**src/hdl/fnpll_pkg.sv**
```systemverilog
// shared constants, codes and types of the fractional-n divider calculator
package fnpll_pkg;

   localparam int FREQ_W  = 33;
   localparam int REF_W   = 28;
   localparam int RCNT_W  = 10;
   localparam int STEP_W  = 24;
   localparam int PFD_W   = 29;
   localparam int RDEN_W  = 11;
   localparam int SDEN_W  = 30;
   localparam int INT_W   = 16;
   localparam int MOD_W   = 12;
   localparam int PROD_W  = PFD_W + MOD_W;
   localparam int CSR_IDX_W  = 3;
   localparam int CSR_DATA_W = 28;

   localparam int PFD_STEPS  = PFD_W;
   localparam int MAIN_STEPS = FREQ_W;
   localparam int FRAC_STEPS = MOD_W;

   localparam logic [CSR_IDX_W-1:0] REG_REF_CLOCK  = 3'd0;
   localparam logic [CSR_IDX_W-1:0] REG_REF_CNT    = 3'd1;
   localparam logic [CSR_IDX_W-1:0] REG_REF_DBL    = 3'd2;
   localparam logic [CSR_IDX_W-1:0] REG_REF_HALF   = 3'd3;
   localparam logic [CSR_IDX_W-1:0] REG_CHAN_STEP  = 3'd4;

   localparam logic [1:0] STATUS_OK    = 2'd0;
   localparam logic [1:0] STATUS_RANGE = 2'd1;
   localparam logic [1:0] STATUS_INT   = 2'd2;
   localparam logic [1:0] STATUS_MOD   = 2'd3;

   localparam logic [FREQ_W-1:0] F_MIN_HZ   = 33'd35000000;
   localparam logic [FREQ_W-1:0] F_MAX_HZ   = 33'd4400000000;
   localparam logic [FREQ_W-1:0] F_NODIV_HZ = 33'd2200000000;
   localparam logic [FREQ_W-1:0] F_PRESC_HZ = 33'd3600000000;
   localparam logic [FREQ_W-1:0] F_BAND1_HZ = 33'd1100000000;
   localparam logic [FREQ_W-1:0] F_BAND2_HZ = 33'd550000000;
   localparam logic [FREQ_W-1:0] F_BAND3_HZ = 33'd275000000;
   localparam logic [FREQ_W-1:0] F_BAND4_HZ = 33'd137500000;
   localparam logic [FREQ_W-1:0] F_BAND5_HZ = 33'd68750000;

   localparam logic [MOD_W-1:0] MOD_MIN = 12'd2;
   localparam logic [MOD_W-1:0] MOD_MAX = 12'd4095;
   localparam logic [INT_W-1:0] INT_MAX = 16'hFFFF;

   typedef struct packed {
      logic              oor;
      logic              presc;
      logic [2:0]        code;
      logic [FREQ_W-1:0] vco;
      logic [SDEN_W-1:0] step_den;
   } meta_type;

   typedef struct packed {
      logic              oor;
      logic              presc;
      logic [2:0]        code;
      logic [PFD_W-1:0]  pfd;
      logic [FREQ_W-1:0] intq;
      logic [MOD_W-1:0]  modv;
      logic              mod_clamp;
   } carry_type;

endpackage

```
**src/hdl/fnpll_frac_div.sv**
```systemverilog
// mod clamp, remainder times mod, and pipelined divide by pfd for frac
module fnpll_frac_div (
   input  logic                        clock,
   input  logic                        reset,
   input  logic                        en,
   input  logic                        in_vld,
   input  logic [fnpll_pkg::PFD_W-1:0]  in_pfd,
   input  logic [fnpll_pkg::PFD_W-1:0]  in_irem,
   input  logic [fnpll_pkg::FREQ_W-1:0] in_intq,
   input  logic [fnpll_pkg::FREQ_W-1:0] in_modq,
   input  fnpll_pkg::meta_type          in_meta,
   output logic                        out_vld,
   output logic [fnpll_pkg::MOD_W-1:0]  out_frac,
   output fnpll_pkg::carry_type         out_carry
);
   import fnpll_pkg::*;

   logic              clamp_vld_ff;
   carry_type         clamp_car_ff;
   logic [PFD_W-1:0]  clamp_irem_ff;
   logic              mult_vld_ff;
   carry_type         mult_car_ff;
   logic [PROD_W-1:0] mult_prod_ff;
   carry_type         car_in;
   logic [PROD_W-1:0] prod_in;

   always_comb begin
      car_in.oor   = in_meta.oor;
      car_in.presc = in_meta.presc;
      car_in.code  = in_meta.code;
      car_in.pfd   = in_pfd;
      car_in.intq  = in_intq;
      if (in_modq < {{(FREQ_W-MOD_W){1'b0}}, MOD_MIN}) begin
         car_in.modv      = MOD_MIN;
         car_in.mod_clamp = 1'b1;
      end else if (in_modq > {{(FREQ_W-MOD_W){1'b0}}, MOD_MAX}) begin
         car_in.modv      = MOD_MAX;
         car_in.mod_clamp = 1'b1;
      end else begin
         car_in.modv      = in_modq[MOD_W-1:0];
         car_in.mod_clamp = 1'b0;
      end
      prod_in = {{MOD_W{1'b0}}, clamp_irem_ff} * {{PFD_W{1'b0}}, clamp_car_ff.modv};
   end

   always_ff @(posedge clock) begin
      if (reset) begin
         clamp_vld_ff <= 1'b0;
         mult_vld_ff  <= 1'b0;
      end else if (en) begin
         clamp_vld_ff <= in_vld;
         mult_vld_ff  <= clamp_vld_ff;
      end
   end

   always_ff @(posedge clock) begin
      if (en) begin
         clamp_car_ff  <= car_in;
         clamp_irem_ff <= in_irem;
         mult_car_ff   <= clamp_car_ff;
         mult_prod_ff  <= prod_in;
      end
   end

   logic             vld [0:FRAC_STEPS];
   logic [PFD_W-1:0] rem [0:FRAC_STEPS];
   logic [MOD_W-1:0] nq  [0:FRAC_STEPS];
   carry_type        car [0:FRAC_STEPS];

   logic             vld_ff [0:FRAC_STEPS-1];
   logic [PFD_W-1:0] rem_ff [0:FRAC_STEPS-1];
   logic [MOD_W-1:0] nq_ff  [0:FRAC_STEPS-1];
   carry_type        car_ff [0:FRAC_STEPS-1];

   assign vld[0] = mult_vld_ff;
   assign rem[0] = mult_prod_ff[PROD_W-1:MOD_W];
   assign nq[0]  = mult_prod_ff[MOD_W-1:0];
   assign car[0] = mult_car_ff;

   for (genvar k = 0; k < FRAC_STEPS; k++) begin : g_step
      logic [PFD_W:0]   trial;
      logic [PFD_W:0]   diff;
      logic             ge;
      logic [PFD_W-1:0] rem_in;
      logic [MOD_W-1:0] nq_in;

      always_comb begin
         trial  = {rem[k], nq[k][MOD_W-1]};
         diff   = trial - {1'b0, car[k].pfd};
         ge     = trial >= {1'b0, car[k].pfd};
         rem_in = ge ? diff[PFD_W-1:0] : trial[PFD_W-1:0];
         nq_in  = {nq[k][MOD_W-2:0], ge};
      end

      always_ff @(posedge clock) begin
         if (reset) begin
            vld_ff[k] <= 1'b0;
         end else if (en) begin
            vld_ff[k] <= vld[k];
         end
      end

      always_ff @(posedge clock) begin
         if (en) begin
            rem_ff[k] <= rem_in;
            nq_ff[k]  <= nq_in;
            car_ff[k] <= car[k];
         end
      end

      assign vld[k+1] = vld_ff[k];
      assign rem[k+1] = rem_ff[k];
      assign nq[k+1]  = nq_ff[k];
      assign car[k+1] = car_ff[k];
   end

   assign out_vld   = vld[FRAC_STEPS];
   assign out_frac  = nq[FRAC_STEPS];
   assign out_carry = car[FRAC_STEPS];

endmodule

```
**config.mk**
```make
export PLATFORM = sky130hd
export DESIGN_NAME = fnpll_frac_div
export DESIGN_NICKNAME = d
export VERILOG_FILES = /design/src/hdl/fnpll_pkg.sv /design/src/hdl/fnpll_frac_div.sv
export SDC_FILE = /design/constraint.sdc
export NUM_CORES = 2
export LEC_CHECK = 0
export ABC_AREA = 1
export BUFFER_PORTS_ARGS = -buffer_cell sky130_fd_sc_hd__buf_4
export CORE_UTILIZATION = 55
export CTS_CLUSTER_DIAMETER = 120
export DETAILED_ROUTE_END_ITERATION = 10
export HOLD_SLACK_MARGIN = 0.08
export PLACE_DENSITY = 0.73
export SKIP_LAST_GASP = 1
export SLEW_MARGIN = 5
export SYNTH_ARGS = -nofsm -noshare
export SYNTH_HDL_FRONTEND = slang
export SYNTH_SLANG_ARGS = --single-unit
```
**constraint.sdc**
```tcl
create_clock -name clock -period 9.2 [get_ports clock]
set_input_delay 0.46 -clock clock [delete_from_list [all_inputs] [get_ports clock]]
set_output_delay 0.46 -clock clock [all_outputs]
set_load 0.02 [all_outputs]
```
==> summary.txt <==
Synthesis
  – Most area-hungry cell type in the Yosys netlist: edfxtp_1
  – Syn nets: 10919
  – Post-Syn Area: 94600 um^2
  – Warnings, synthesis: 0
  – Mapped Cells: 10015
  – Netlist cell types: 47
  – Seq/Total Area, Yosys: 0.529
  – Most common cell in the synthesized netlist: nand2_1
  – Ys flop type: edfxtp_1
  – Synth top area share: 0.529
  – Most instantiated cells after synthesis: nand2_1 (3300), inv_1 (2009), edfxtp_1 (1665)
  – Yosys reg bits: 1667
  – Syn avg cell area: 9.44 um^2
  – Post-synth ARST share: 0
  – Number of flops mapped to enable cells by yosys: 1665
  – Area contributors post-synth: edfxtp_1 (53%), nand2_1 (13%), inv_1 (8.0%)

CTS
  – TritonCTS Buffers: 170
  – Root Buffer: clkbuf_16
  – CTS H-tree lvls: 4
  – Clk pin slew, worst setup/hold paths: 60 ps
  – Sinks on Clock Net: 1667
  – Clock latency on the worst-skew pair: 850 ps
  – Post-CTS Setup Bufs: 0
  – Clock Tree Buf Depth: 3
  – CTS tree: done

Critical path
  – CP required: 9760 ps
  – FF-to-FF Start: clamp_car_ff[9]$_SDFFCE_PP0P_
  – Worst path arrival time: 6880 ps
  – CP Max Fanout: 30
  – Critical Path End Type: flop
  – CP Class: reg2reg
  – Worst Reg-to-Reg Cells: 17
  – Worst Setup Start Kind: flop
  – R2r setup slk: 2880 ps
  – End of the worst register-to-register path: mult_prod_ff[36]$_DFFE_PP_

Worst hold path
  – Worst Hold Path EP: nq_ff[5][4]$_DFFE_PP_
  – Hold path start: en
  – Worst hold stages: 1
  – Worst min path class: in2reg

Global route
  – Largest net degree at the start of global routing: 199
  – Gr ovfl total: 0
  – Antenna violations before repair: 1
  – GRT Overall Usage: 0.273
  – Global-route wire length before repair: 364000 um
  – Via count of the first global-routing pass: 64413

Placed design
  – Placer congestion estimate: 0.931
  – PortBufs: 225
  – DP Area: 97600 um^2
  – HPWL after DPL: 180000 um
  – Worst slack, placed: 3000 ps

Cells and area
  – Layout area overhead: 10.6%
  – Final instance area: 105000 um^2
  – Multi-input gate area: 35100 um^2
  – Fill count: 14154
  – Fin nets: 11218
  – FF+latch area: 50000 um^2
  – Share of layout cells above drive strength 1: 0.0780

Power
  – Static leakage: 0.0500 uW
  – Peak VDD IR: 0.321 mV
  – Overall power: 36900 uW
  – Power density over the cells: 353 nW/um^2

Timing
  – Max-slew headroom: 0.0883
  – Tmin final: 6320 ps
  – RSZ-0062 raised after global routing: false
  – Max-slew violation count: 0
  – Fmax: 0.158 GHz
  – Tightest Pin Transition: 1370 ps
  – Final worst setup slack: 2880 ps
  – Setup TNS: 0 ps
  – Clock skew: 71.5 ps
  – Setup violators final: 0
  – Period utilization: 0.687
  – Final Hold Fails: 0

Route
  – Drt wl/cell: 18.5 um
  – Total wire length: 235000 um
  – Via/cell ratio: 5.15
  – First-pass iteration count of the detailed router: 5
  – Vias: 65244
  – DRC viols: 0
  – Detail Route Antenna Nets: 0
  – First DRT Iteration DRCs: 5061

Floorplan
  – Die height: 417 um
  – # rows: 151
  – Die area: 174000 um^2
  – Die extent in x: 417 um
  – Core region area: 170000 um^2
  – I/O Pins: 289
  – Starting Density: 0.556

Job
  – Max Cap Viol: 0

Outcome
  – Status: completed
## sequential cells by signal (all words and copies together), names as in the netlist, 12 cells and up
name	flops
car_ff	960
nq_ff	144
vld_ff	12
mult_prod_ff	41
rem_ff	319
clamp_irem_ff	29
car	80
clamp_car_ff	80
## worst max path at each step
stage,startpoint,endpoint,slack (ps),depth (start not counted)
floorplan,clamp_car_ff[12]$_SDFFCE_PP0P_,mult_prod_ff[36]$_DFFE_PP_,4010,19
global placement,clamp_car_ff[10]$_SDFFCE_PP0P_,mult_prod_ff[36]$_DFFE_PP_,3050,17
detailed placement,clamp_car_ff[9]$_SDFFCE_PP0P_,mult_prod_ff[36]$_DFFE_PP_,3000,17
CTS,clamp_car_ff[9]$_SDFFCE_PP0P_,mult_prod_ff[36]$_DFFE_PP_,2960,17
global route,clamp_car_ff[9]$_SDFFCE_PP0P_,mult_prod_ff[36]$_DFFE_PP_,2530,17
finish,clamp_car_ff[9]$_SDFFCE_PP0P_,mult_prod_ff[36]$_DFFE_PP_,2880,17
## cell usage in the layout (no fill, tap or decap), types with 10 or more instances in the layout
cell type	Yosys	final
o21ai_1	23	23
fa_1	281	281
inv_1	2009	2009
xor2_1	132	132
a21o_1	16	16
o21ai_0	45	45
nand3_1	652	652
clkinv_2	0	24
xnor2_1	21	21
ha_1	427	427
bufinv_16	0	21
nor3_1	39	39
nand2_2	25	25
clkinv_16	0	10
clkinvlp_4	0	14
edfxtp_1	1665	1665
nand4_1	80	80
nor2_2	68	68
dlygate4sd3_1	0	110
nand2_4	11	11
nand3_2	137	137
clkbuf_16	0	171
clkbuf_1	56	28
buf_4	100	238
a21oi_1	224	224
nand3b_1	76	76
inv_2	34	34
nand2_1	3300	3300
clkinv_1	26	53
nor2_1	429	429
## per-layer routing
metal  global-route usage  wire length [um]
met1                0.359            101000
met2                0.476            117000
met3               0.0307             10500
met4               0.0792              6780
met5                    0                 0
## layout make-up
cell class / instances / share of cell area
Antenna cell: 2 / 0.0000478
Timing Repair Buffer: 355 / 0.0290
Clock buffer: 201 / 0.0422
Inverter: 2069 / 0.0743
Clock inverter: 115 / 0.0140
Multi-Input combinational cell: 6051 / 0.336
Tap cell: 2218 / 0.0265
Sequential cell: 1667 / 0.478
## stage by stage
step | utilization | std cells | hold WS (ps)
after floorplan | - | 10015 | 400
after detailed placement | 0.574 | 12250 | 405
after CTS | 0.615 | 12676 | 97.4
final | 0.615 | 12678 | 95.6
after global routing | 0.615 | 12676 | 115
after global placement | 0.574 | 12250 | 400
## cell families after synthesis
| logic type | share of synthesized area |
|---|---|
| flip-flops | 0.529 |
| adder cells (fa/ha/maj) | 0.116 |
| XOR/XNOR | 0.0142 |
| buffers and inverters | 0.0998 |
| AO/OA/AOI/OAI | 0.0189 |
| AND/OR/NAND/NOR | 0.222 |
## power by group
| part | total, uW | internal [uW] | switching (uW) | leakage (uW) |
|---|---|---|---|---|
| registers | 11500 | 10500 | 987 | 0.0164 |
| logic | 18200 | 5990 | 12300 | 0.0308 |
| clock network | 7130 | 4090 | 3040 | 0.00280 |
## timing repair
item / in CTS / in global routing
resized for setup: 0 / 0
hold buffers: 110 / 0
hold endpoints to repair: 110 / 0
## worst max-delay path: stages, from the launching register on
cell      delay, ps
edfxtp_1       1200
nand2_1         220
fa_1            620
inv_1            50
fa_1            490
fa_1            530
fa_1            570
inv_1            60
fa_1            530
inv_1            40
ha_1            390
nand2_1         130
nor2_1          200
nand2_1          70
o21ai_0         520
nand2_1         210
nand3_1         130
nand2_1          70
No activity file was read; power rests on OpenSTA's default activity.
