--- src/hdl/fnpll_pkg.sv ---
// shared constants, codes and types of the fractional-n divider calculator
package fnpll_pkg;

   localparam int FREQ_W  = 33;
   localparam int REF_W   = 28;
   localparam int RCNT_W  = 10;
   localparam int STEP_W  = 24;
   localparam int PFD_W   = 29;
   localparam int RDEN_W  = 11;
   localparam int SDEN_W  = 30;
   localparam int INT_W   = 16;
   localparam int MOD_W   = 12;
   localparam int PROD_W  = PFD_W + MOD_W;
   localparam int CSR_IDX_W  = 3;
   localparam int CSR_DATA_W = 28;

   localparam int PFD_STEPS  = PFD_W;
   localparam int MAIN_STEPS = FREQ_W;
   localparam int FRAC_STEPS = MOD_W;

   localparam logic [CSR_IDX_W-1:0] REG_REF_CLOCK  = 3'd0;
   localparam logic [CSR_IDX_W-1:0] REG_REF_CNT    = 3'd1;
   localparam logic [CSR_IDX_W-1:0] REG_REF_DBL    = 3'd2;
   localparam logic [CSR_IDX_W-1:0] REG_REF_HALF   = 3'd3;
   localparam logic [CSR_IDX_W-1:0] REG_CHAN_STEP  = 3'd4;

   localparam logic [1:0] STATUS_OK    = 2'd0;
   localparam logic [1:0] STATUS_RANGE = 2'd1;
   localparam logic [1:0] STATUS_INT   = 2'd2;
   localparam logic [1:0] STATUS_MOD   = 2'd3;

   localparam logic [FREQ_W-1:0] F_MIN_HZ   = 33'd35000000;
   localparam logic [FREQ_W-1:0] F_MAX_HZ   = 33'd4400000000;
   localparam logic [FREQ_W-1:0] F_NODIV_HZ = 33'd2200000000;
   localparam logic [FREQ_W-1:0] F_PRESC_HZ = 33'd3600000000;
   localparam logic [FREQ_W-1:0] F_BAND1_HZ = 33'd1100000000;
   localparam logic [FREQ_W-1:0] F_BAND2_HZ = 33'd550000000;
   localparam logic [FREQ_W-1:0] F_BAND3_HZ = 33'd275000000;
   localparam logic [FREQ_W-1:0] F_BAND4_HZ = 33'd137500000;
   localparam logic [FREQ_W-1:0] F_BAND5_HZ = 33'd68750000;

   localparam logic [MOD_W-1:0] MOD_MIN = 12'd2;
   localparam logic [MOD_W-1:0] MOD_MAX = 12'd4095;
   localparam logic [INT_W-1:0] INT_MAX = 16'hFFFF;

   typedef struct packed {
      logic              oor;
      logic              presc;
      logic [2:0]        code;
      logic [FREQ_W-1:0] vco;
      logic [SDEN_W-1:0] step_den;
   } meta_type;

   typedef struct packed {
      logic              oor;
      logic              presc;
      logic [2:0]        code;
      logic [PFD_W-1:0]  pfd;
      logic [FREQ_W-1:0] intq;
      logic [MOD_W-1:0]  modv;
      logic              mod_clamp;
   } carry_type;

endpackage

--- src/hdl/fnpll_pfd_div.sv ---
// pipelined restoring divider for the phase detector frequency
module fnpll_pfd_div (
   input  logic                        clock,
   input  logic                        reset,
   input  logic                        en,
   input  logic                        in_vld,
   input  logic [fnpll_pkg::PFD_W-1:0]  in_num,
   input  logic [fnpll_pkg::RDEN_W-1:0] in_den,
   input  fnpll_pkg::meta_type          in_meta,
   output logic                        out_vld,
   output logic [fnpll_pkg::PFD_W-1:0]  out_pfd,
   output fnpll_pkg::meta_type          out_meta
);
   import fnpll_pkg::*;

   logic              vld  [0:PFD_STEPS];
   logic [RDEN_W-1:0] rem  [0:PFD_STEPS];
   logic [PFD_W-1:0]  nq   [0:PFD_STEPS];
   logic [RDEN_W-1:0] den  [0:PFD_STEPS];
   meta_type          meta [0:PFD_STEPS];

   logic              vld_ff  [0:PFD_STEPS-1];
   logic [RDEN_W-1:0] rem_ff  [0:PFD_STEPS-1];
   logic [PFD_W-1:0]  nq_ff   [0:PFD_STEPS-1];
   logic [RDEN_W-1:0] den_ff  [0:PFD_STEPS-1];
   meta_type          meta_ff [0:PFD_STEPS-1];

   assign vld[0]  = in_vld;
   assign rem[0]  = '0;
   assign nq[0]   = in_num;
   assign den[0]  = in_den;
   assign meta[0] = in_meta;

   for (genvar k = 0; k < PFD_STEPS; k++) begin : g_step
      logic [RDEN_W:0]   trial;
      logic [RDEN_W:0]   diff;
      logic              ge;
      logic [RDEN_W-1:0] rem_in;
      logic [PFD_W-1:0]  nq_in;

      always_comb begin
         trial  = {rem[k], nq[k][PFD_W-1]};
         diff   = trial - {1'b0, den[k]};
         ge     = trial >= {1'b0, den[k]};
         rem_in = ge ? diff[RDEN_W-1:0] : trial[RDEN_W-1:0];
         nq_in  = {nq[k][PFD_W-2:0], ge};
      end

      always_ff @(posedge clock) begin
         if (reset) begin
            vld_ff[k] <= 1'b0;
         end else if (en) begin
            vld_ff[k] <= vld[k];
         end
      end

      always_ff @(posedge clock) begin
         if (en) begin
            rem_ff[k]  <= rem_in;
            nq_ff[k]   <= nq_in;
            den_ff[k]  <= den[k];
            meta_ff[k] <= meta[k];
         end
      end

      assign vld[k+1]  = vld_ff[k];
      assign rem[k+1]  = rem_ff[k];
      assign nq[k+1]   = nq_ff[k];
      assign den[k+1]  = den_ff[k];
      assign meta[k+1] = meta_ff[k];
   end

   assign out_vld  = vld[PFD_STEPS];
   assign out_pfd  = nq[PFD_STEPS];
   assign out_meta = meta[PFD_STEPS];

endmodule

--- config.mk ---
export PLATFORM = sky130hd
export DESIGN_NAME = fnpll_pfd_div
export DESIGN_NICKNAME = d
export VERILOG_FILES = /design/src/hdl/fnpll_pkg.sv /design/src/hdl/fnpll_pfd_div.sv
export SDC_FILE = /design/constraint.sdc
export NUM_CORES = 2
export LEC_CHECK = 0
export BUFFER_PORTS_ARGS = -buffer_cell sky130_fd_sc_hd__buf_4
export CAP_MARGIN = 20
export CORE_MARGIN = 2
export CORE_UTILIZATION = 56
export DETAILED_ROUTE_END_ITERATION = 6
export GPL_TIMING_DRIVEN = 0
export PLACE_DENSITY = 0.74
export REMOVE_ABC_BUFFERS = 1
export SETUP_SLACK_MARGIN = 0.4
export SLEW_MARGIN = 20
export SYNTH_ARGS = -nofsm -noshare
export SYNTH_HDL_FRONTEND = slang
export SYNTH_SLANG_ARGS = --single-unit
--- constraint.sdc ---
create_clock -name clock -period 2.4 [get_ports clock]
set_input_delay 0.24 -clock clock [delete_from_list [all_inputs] [get_ports clock]]
set_output_delay 0.24 -clock clock [all_outputs]
set_load 0.02 [all_outputs]
==> run_summary.xml <==
<?xml version="1.0" encoding="UTF-8"?>
<metrics>
  <group name="die">
    <metric name="chipWidth" unit="um">473</metric>
    <metric name="initial_core_util" unit="%">56.2</metric>
    <metric name="chipHeight" unit="um">473</metric>
    <metric name="rows" unit="">172</metric>
    <metric name="die-area" unit="um^2">224000</metric>
    <metric name="io_pins" unit="">210</metric>
    <metric name="placeableCoreArea" unit="um^2">219000</metric>
  </group>
  <group name="global_route">
    <metric name="wire_length_of_the_first_global_routing_pass" unit="mm">287</metric>
    <metric name="grt.overflow.total" unit="">0</metric>
    <metric name="grt_pass1_vias" unit="">54500</metric>
    <metric name="antenna_found_initial" unit="">6</metric>
    <metric name="maximum_number_of_pins_on_one_net_before_global_route_repair" unit="">166</metric>
    <metric name="grt_usage" unit="%">16.1</metric>
  </group>
  <group name="layout">
    <metric name="seqCellArea" unit="um^2">104000</metric>
    <metric name="post_route_cells_drive_above_1_share" unit="%">20.3</metric>
    <metric name="num-nets-final" unit="">7479</metric>
    <metric name="multiInputGateArea" unit="um^2">19500</metric>
    <metric name="num-fill-cells" unit="">13700</metric>
    <metric name="layout-area-overhead-vs-synth" unit="%">19.4</metric>
  </group>
  <group name="placed_design">
    <metric name="pre_cts_ws" unit="ps">-2220</metric>
    <metric name="place_hpwl" unit="mm">91.9</metric>
    <metric name="gp_routability_congestion" unit="">0.875</metric>
    <metric name="place.port_buffers" unit="">209</metric>
  </group>
  <group name="worst_setup_path">
    <metric name="crit_path_top_delay_cell" unit="">sky130_fd_sc_hd__edfxtp_1</metric>
    <metric name="worst_r2r_endpoint" unit="">rem_ff[0][138]</metric>
    <metric name="cp-start-kind" unit="">flop</metric>
    <metric name="r2r_start" unit="">den_ff[5][11]</metric>
    <metric name="timing.critical_path.to_type" unit="">flop</metric>
    <metric name="slowest_delay" unit="ps">440</metric>
    <metric name="crit_start" unit="">den_ff[5][11]</metric>
    <metric name="r2r_cells" unit="">9</metric>
    <metric name="rrSetupSlack" unit="ps">-180</metric>
    <metric name="timing.critical_path.to" unit="">rem_ff[0][138]</metric>
    <metric name="worstPathCellList" unit="">ha_4 -&gt; fa_2 -&gt; nor2b_4 -&gt; o21ai_2 -&gt; nand3b_1 -&gt; a31oi_4 -&gt; o21ai_4 -&gt; clkbuf_16 -&gt; mux2_4</metric>
    <metric name="cp_max_fo" unit="">5</metric>
    <metric name="critPathRequiredTime" unit="ps">3040</metric>
    <metric name="path_class" unit="">flop to flop</metric>
    <metric name="critPathArrivalTime" unit="ps">3220</metric>
  </group>
  <group name="clock_tree">
    <metric name="num_cts_buffers" unit="">353</metric>
    <metric name="clk_pin_slew" unit="ps">60</metric>
    <metric name="cts-htree-levels" unit="">5</metric>
    <metric name="ctsLongestPathBuffers" unit="">4</metric>
    <metric name="root_buffer" unit="">sky130_fd_sc_hd__clkbuf_16</metric>
    <metric name="clkSinkCount" unit="">3458</metric>
    <metric name="clk_latency" unit="ps">930</metric>
    <metric name="cts_tree" unit="">done</metric>
  </group>
  <group name="synth">
    <metric name="ys_seq_elements" unit="">3458</metric>
    <metric name="biggest_area_consumer_among_synthesized_cells" unit="">sky130_fd_sc_hd__edfxtp_1</metric>
    <metric name="syn_area" unit="um^2">123000</metric>
    <metric name="yosysWarnings" unit="">0</metric>
    <metric name="synthesis.instances" unit="">6079</metric>
    <metric name="number_of_synthesized_flops_with_an_enable_pin" unit="">3458</metric>
    <metric name="synth_top_cells_by_area" unit="">sky130_fd_sc_hd__edfxtp_1 (84%), sky130_fd_sc_hd__ha_1 (3.1%), sky130_fd_sc_hd__mux2_1 (1.7%), sky130_fd_sc_hd__xnor2_1 (1.2%), sky130_fd_sc_hd__inv_1 (1.1%)</metric>
    <metric name="yosys-top-cells-count" unit="">sky130_fd_sc_hd__edfxtp_1 (3458), sky130_fd_sc_hd__inv_1 (367), sky130_fd_sc_hd__ha_1 (310)</metric>
    <metric name="netlist.area_leader.share" unit="%">84.3</metric>
    <metric name="synthesis.area_per_instance" unit="um^2">20.3</metric>
    <metric name="postSynth.asyncResetShare" unit="%">0</metric>
    <metric name="dominantRegCellSynth" unit="">sky130_fd_sc_hd__edfxtp_1</metric>
    <metric name="synth.yosys.seq_area_share" unit="%">84.3</metric>
    <metric name="yosys.cell_count.top_type" unit="">sky130_fd_sc_hd__edfxtp_1</metric>
    <metric name="synth.lib_cells_used.distinct" unit="">54</metric>
  </group>
  <group name="drt">
    <metric name="detail_route.wl_per_cell" unit="um">18.1</metric>
    <metric name="wl" unit="mm">184</metric>
    <metric name="detail-route-antenna-nets" unit="">0</metric>
    <metric name="drt-pass1-iter-count" unit="">6</metric>
    <metric name="drcViolationCount" unit="">0</metric>
    <metric name="detail_route.vias_per_cell" unit="">5.22</metric>
    <metric name="route.vias.total" unit="">53000</metric>
    <metric name="drt_iter0_markers" unit="">3630</metric>
  </group>
  <group name="timing">
    <metric name="rsz0062_at_grt" unit="">yes</metric>
    <metric name="setup_tns" unit="ps">-11060</metric>
    <metric name="transition_at_the_pin_with_the_smallest_max_transition_slack" unit="ps">882</metric>
    <metric name="slew_headroom" unit="%">41.2</metric>
    <metric name="hold_viol_final" unit="">0</metric>
    <metric name="fin_skew" unit="ps">64.2</metric>
    <metric name="setup_viol_count_final" unit="">188</metric>
    <metric name="period_minus_slack" unit="ps">2580</metric>
    <metric name="maxClockFrequency" unit="GHz">0.388</metric>
    <metric name="layout_setup_ws" unit="ps">-177</metric>
    <metric name="final_max_slew_viol_count" unit="">0</metric>
    <metric name="timing.final.crit_share" unit="%">107</metric>
  </group>
  <group name="power">
    <metric name="intPower" unit="mW">124</metric>
    <metric name="switching_share" unit="%">24.6</metric>
    <metric name="power.sequential.fraction" unit="%">46.6</metric>
    <metric name="pwr-share-comb" unit="%">21.4</metric>
    <metric name="report.power.total" unit="mW">165</metric>
    <metric name="clkPwrFrac" unit="%">31.9</metric>
    <metric name="p_sw" unit="mW">40.6</metric>
    <metric name="power.leakage" unit="nW">53.7</metric>
    <metric name="p_per_area" unit="nW/um^2">1120</metric>
    <metric name="ir_worst_vdd" unit="uV">750</metric>
  </group>
  <group name="run">
    <metric name="cap_violations" unit="">0</metric>
  </group>
  <group name="status">
    <metric name="failed_checks" unit="">negative setup slack</metric>
    <metric name="status" unit="">finished, violations left</metric>
  </group>
  <group name="hold_path">
    <metric name="worstHoldPathType" unit="">primary input to flop</metric>
  </group>
</metrics>
worst min path at each step:
stage              startpoint         endpoint  slack, ps  depth (start not counted)
2_1_floorplan       in_den[0]     den_ff[0][0]        340                          0
3_3_place_gp    meta_ff[7][6]   meta_ff[7][74]        400                          0
3_5_place_dp   meta_ff[0][32]  meta_ff[0][100]        400                          0
4_1_cts           in_meta[36]   meta_ff[0][36]       0.04                          2
5_1_grt           in_meta[36]   meta_ff[0][36]         40                          2
6_report          in_meta[36]   meta_ff[0][36]         80                          2
power by group through the flow:
stage,clock network [mW],registers [mW],logic [mW]
2_1_floorplan,0,77.1,19.1
3_3_place_gp,0,79.5,23.3
3_5_place_dp,0,78.0,25.5
4_1_cts,54.3,76.9,32.0
5_1_grt,56.6,77.5,38.1
6_report,52.7,76.9,35.4
routing by layer:
metal  track usage, %  share of wire (%)  vias to the layer above  routed length, um
met5                0                  0                        -                  0
met4             5.66                2.7                        0               4970
met3             3.13                4.0                      392               7400
met2             28.7                 53                     1032              98100
met1             19.7                 40                    26200              74000
li1                 -                  -                    25400                  -
layout by cell type, fill, tap and decap left out, types with 30 or more instances in the layout:
cell type | synthesis | routed
sky130_fd_sc_hd__dlygate4sd3_1 | 0 | 214
sky130_fd_sc_hd__nor3_1 | 50 | 50
sky130_fd_sc_hd__clkbuf_16 | 0 | 370
sky130_fd_sc_hd__nand2_1 | 79 | 79
sky130_fd_sc_hd__xnor2_1 | 172 | 172
sky130_fd_sc_hd__xor2_1 | 43 | 42
sky130_fd_sc_hd__inv_2 | 0 | 30
sky130_fd_sc_hd__ha_1 | 310 | 252
sky130_fd_sc_hd__mux2i_1 | 53 | 48
sky130_fd_sc_hd__nand2b_1 | 42 | 41
sky130_fd_sc_hd__buf_6 | 0 | 45
sky130_fd_sc_hd__ha_4 | 0 | 42
sky130_fd_sc_hd__buf_4 | 69 | 366
sky130_fd_sc_hd__a21o_1 | 59 | 59
sky130_fd_sc_hd__and2_1 | 34 | 34
sky130_fd_sc_hd__inv_1 | 367 | 337
sky130_fd_sc_hd__clkinv_2 | 0 | 70
sky130_fd_sc_hd__a21oi_1 | 169 | 142
sky130_fd_sc_hd__nand3_1 | 63 | 61
sky130_fd_sc_hd__o2111ai_1 | 37 | 34
sky130_fd_sc_hd__buf_16 | 0 | 30
sky130_fd_sc_hd__clkinv_1 | 0 | 74
sky130_fd_sc_hd__o21a_1 | 70 | 70
sky130_fd_sc_hd__edfxtp_1 | 3458 | 3458
sky130_fd_sc_hd__nor2_1 | 222 | 220
sky130_fd_sc_hd__bufinv_16 | 0 | 37
sky130_fd_sc_hd__clkbuf_1 | 18 | 61
sky130_fd_sc_hd__mux2_4 | 16 | 202
flip-flops by register name, summed over array words and instances, names as in the netlist:
register  cells
den_ff      308
vld_ff       29
meta_ff    1972
nq_ff       841
rem_ff      308
through the flow:
step | hold slack (ps) | util [%] | cells | instance area (um^2)
floorplan | 339 | - | 5952 | 122000
global placement | 400 | 58.2 | 9032 | 128000
detailed placement | 405 | 58.6 | 9059 | 128000
CTS | 0.0450 | 66.2 | 10100 | 145000
global route | 43.9 | 67.1 | 10200 | 147000
finish | 80.6 | 67.1 | 10200 | 147000
final cells by class:
class | instances | area share [%]
clock buffer | 416 | 6.20
multi-input combinational | 2129 | 13.2
timing repair buffer | 721 | 5.23
sequential | 3458 | 70.6
tap | 2871 | 2.44
antenna | 3 | 0.00510
inverter | 367 | 0.937
clock inverter | 205 | 1.34
critical path, delay by kind of cell (launching register included):
family / cells / cell delay (ps)
adder cells (fa/ha/maj): 2 / 600
multiplexers: 1 / 290
flip-flops: 1 / 440
AND/OR/NAND/NOR: 2 / 350
buffers and inverters: 1 / 200
AO/OA/AOI/OAI: 3 / 460
kinds of logic after synthesis:
logic type	Yosys count	synth area share (%)
buf+inv	494	1.76
mux	287	2.62
fa+ha+maj	337	3.59
compound gates	617	3.31
flops	3458	84.3
simple gates	671	2.86
xor+xnor	215	1.53
timing repair:
action | in CTS | in global routing
hold endpoints to repair | 253 | 0
setup endpoints to repair | 1997 | 918
cloned | 22 | 11
resized for setup | 348 | 260
hold buffers | 222 | 0
pin swaps | 99 | 85
setup buffers | 150 | 82
(Power assumes the default switching activity.)
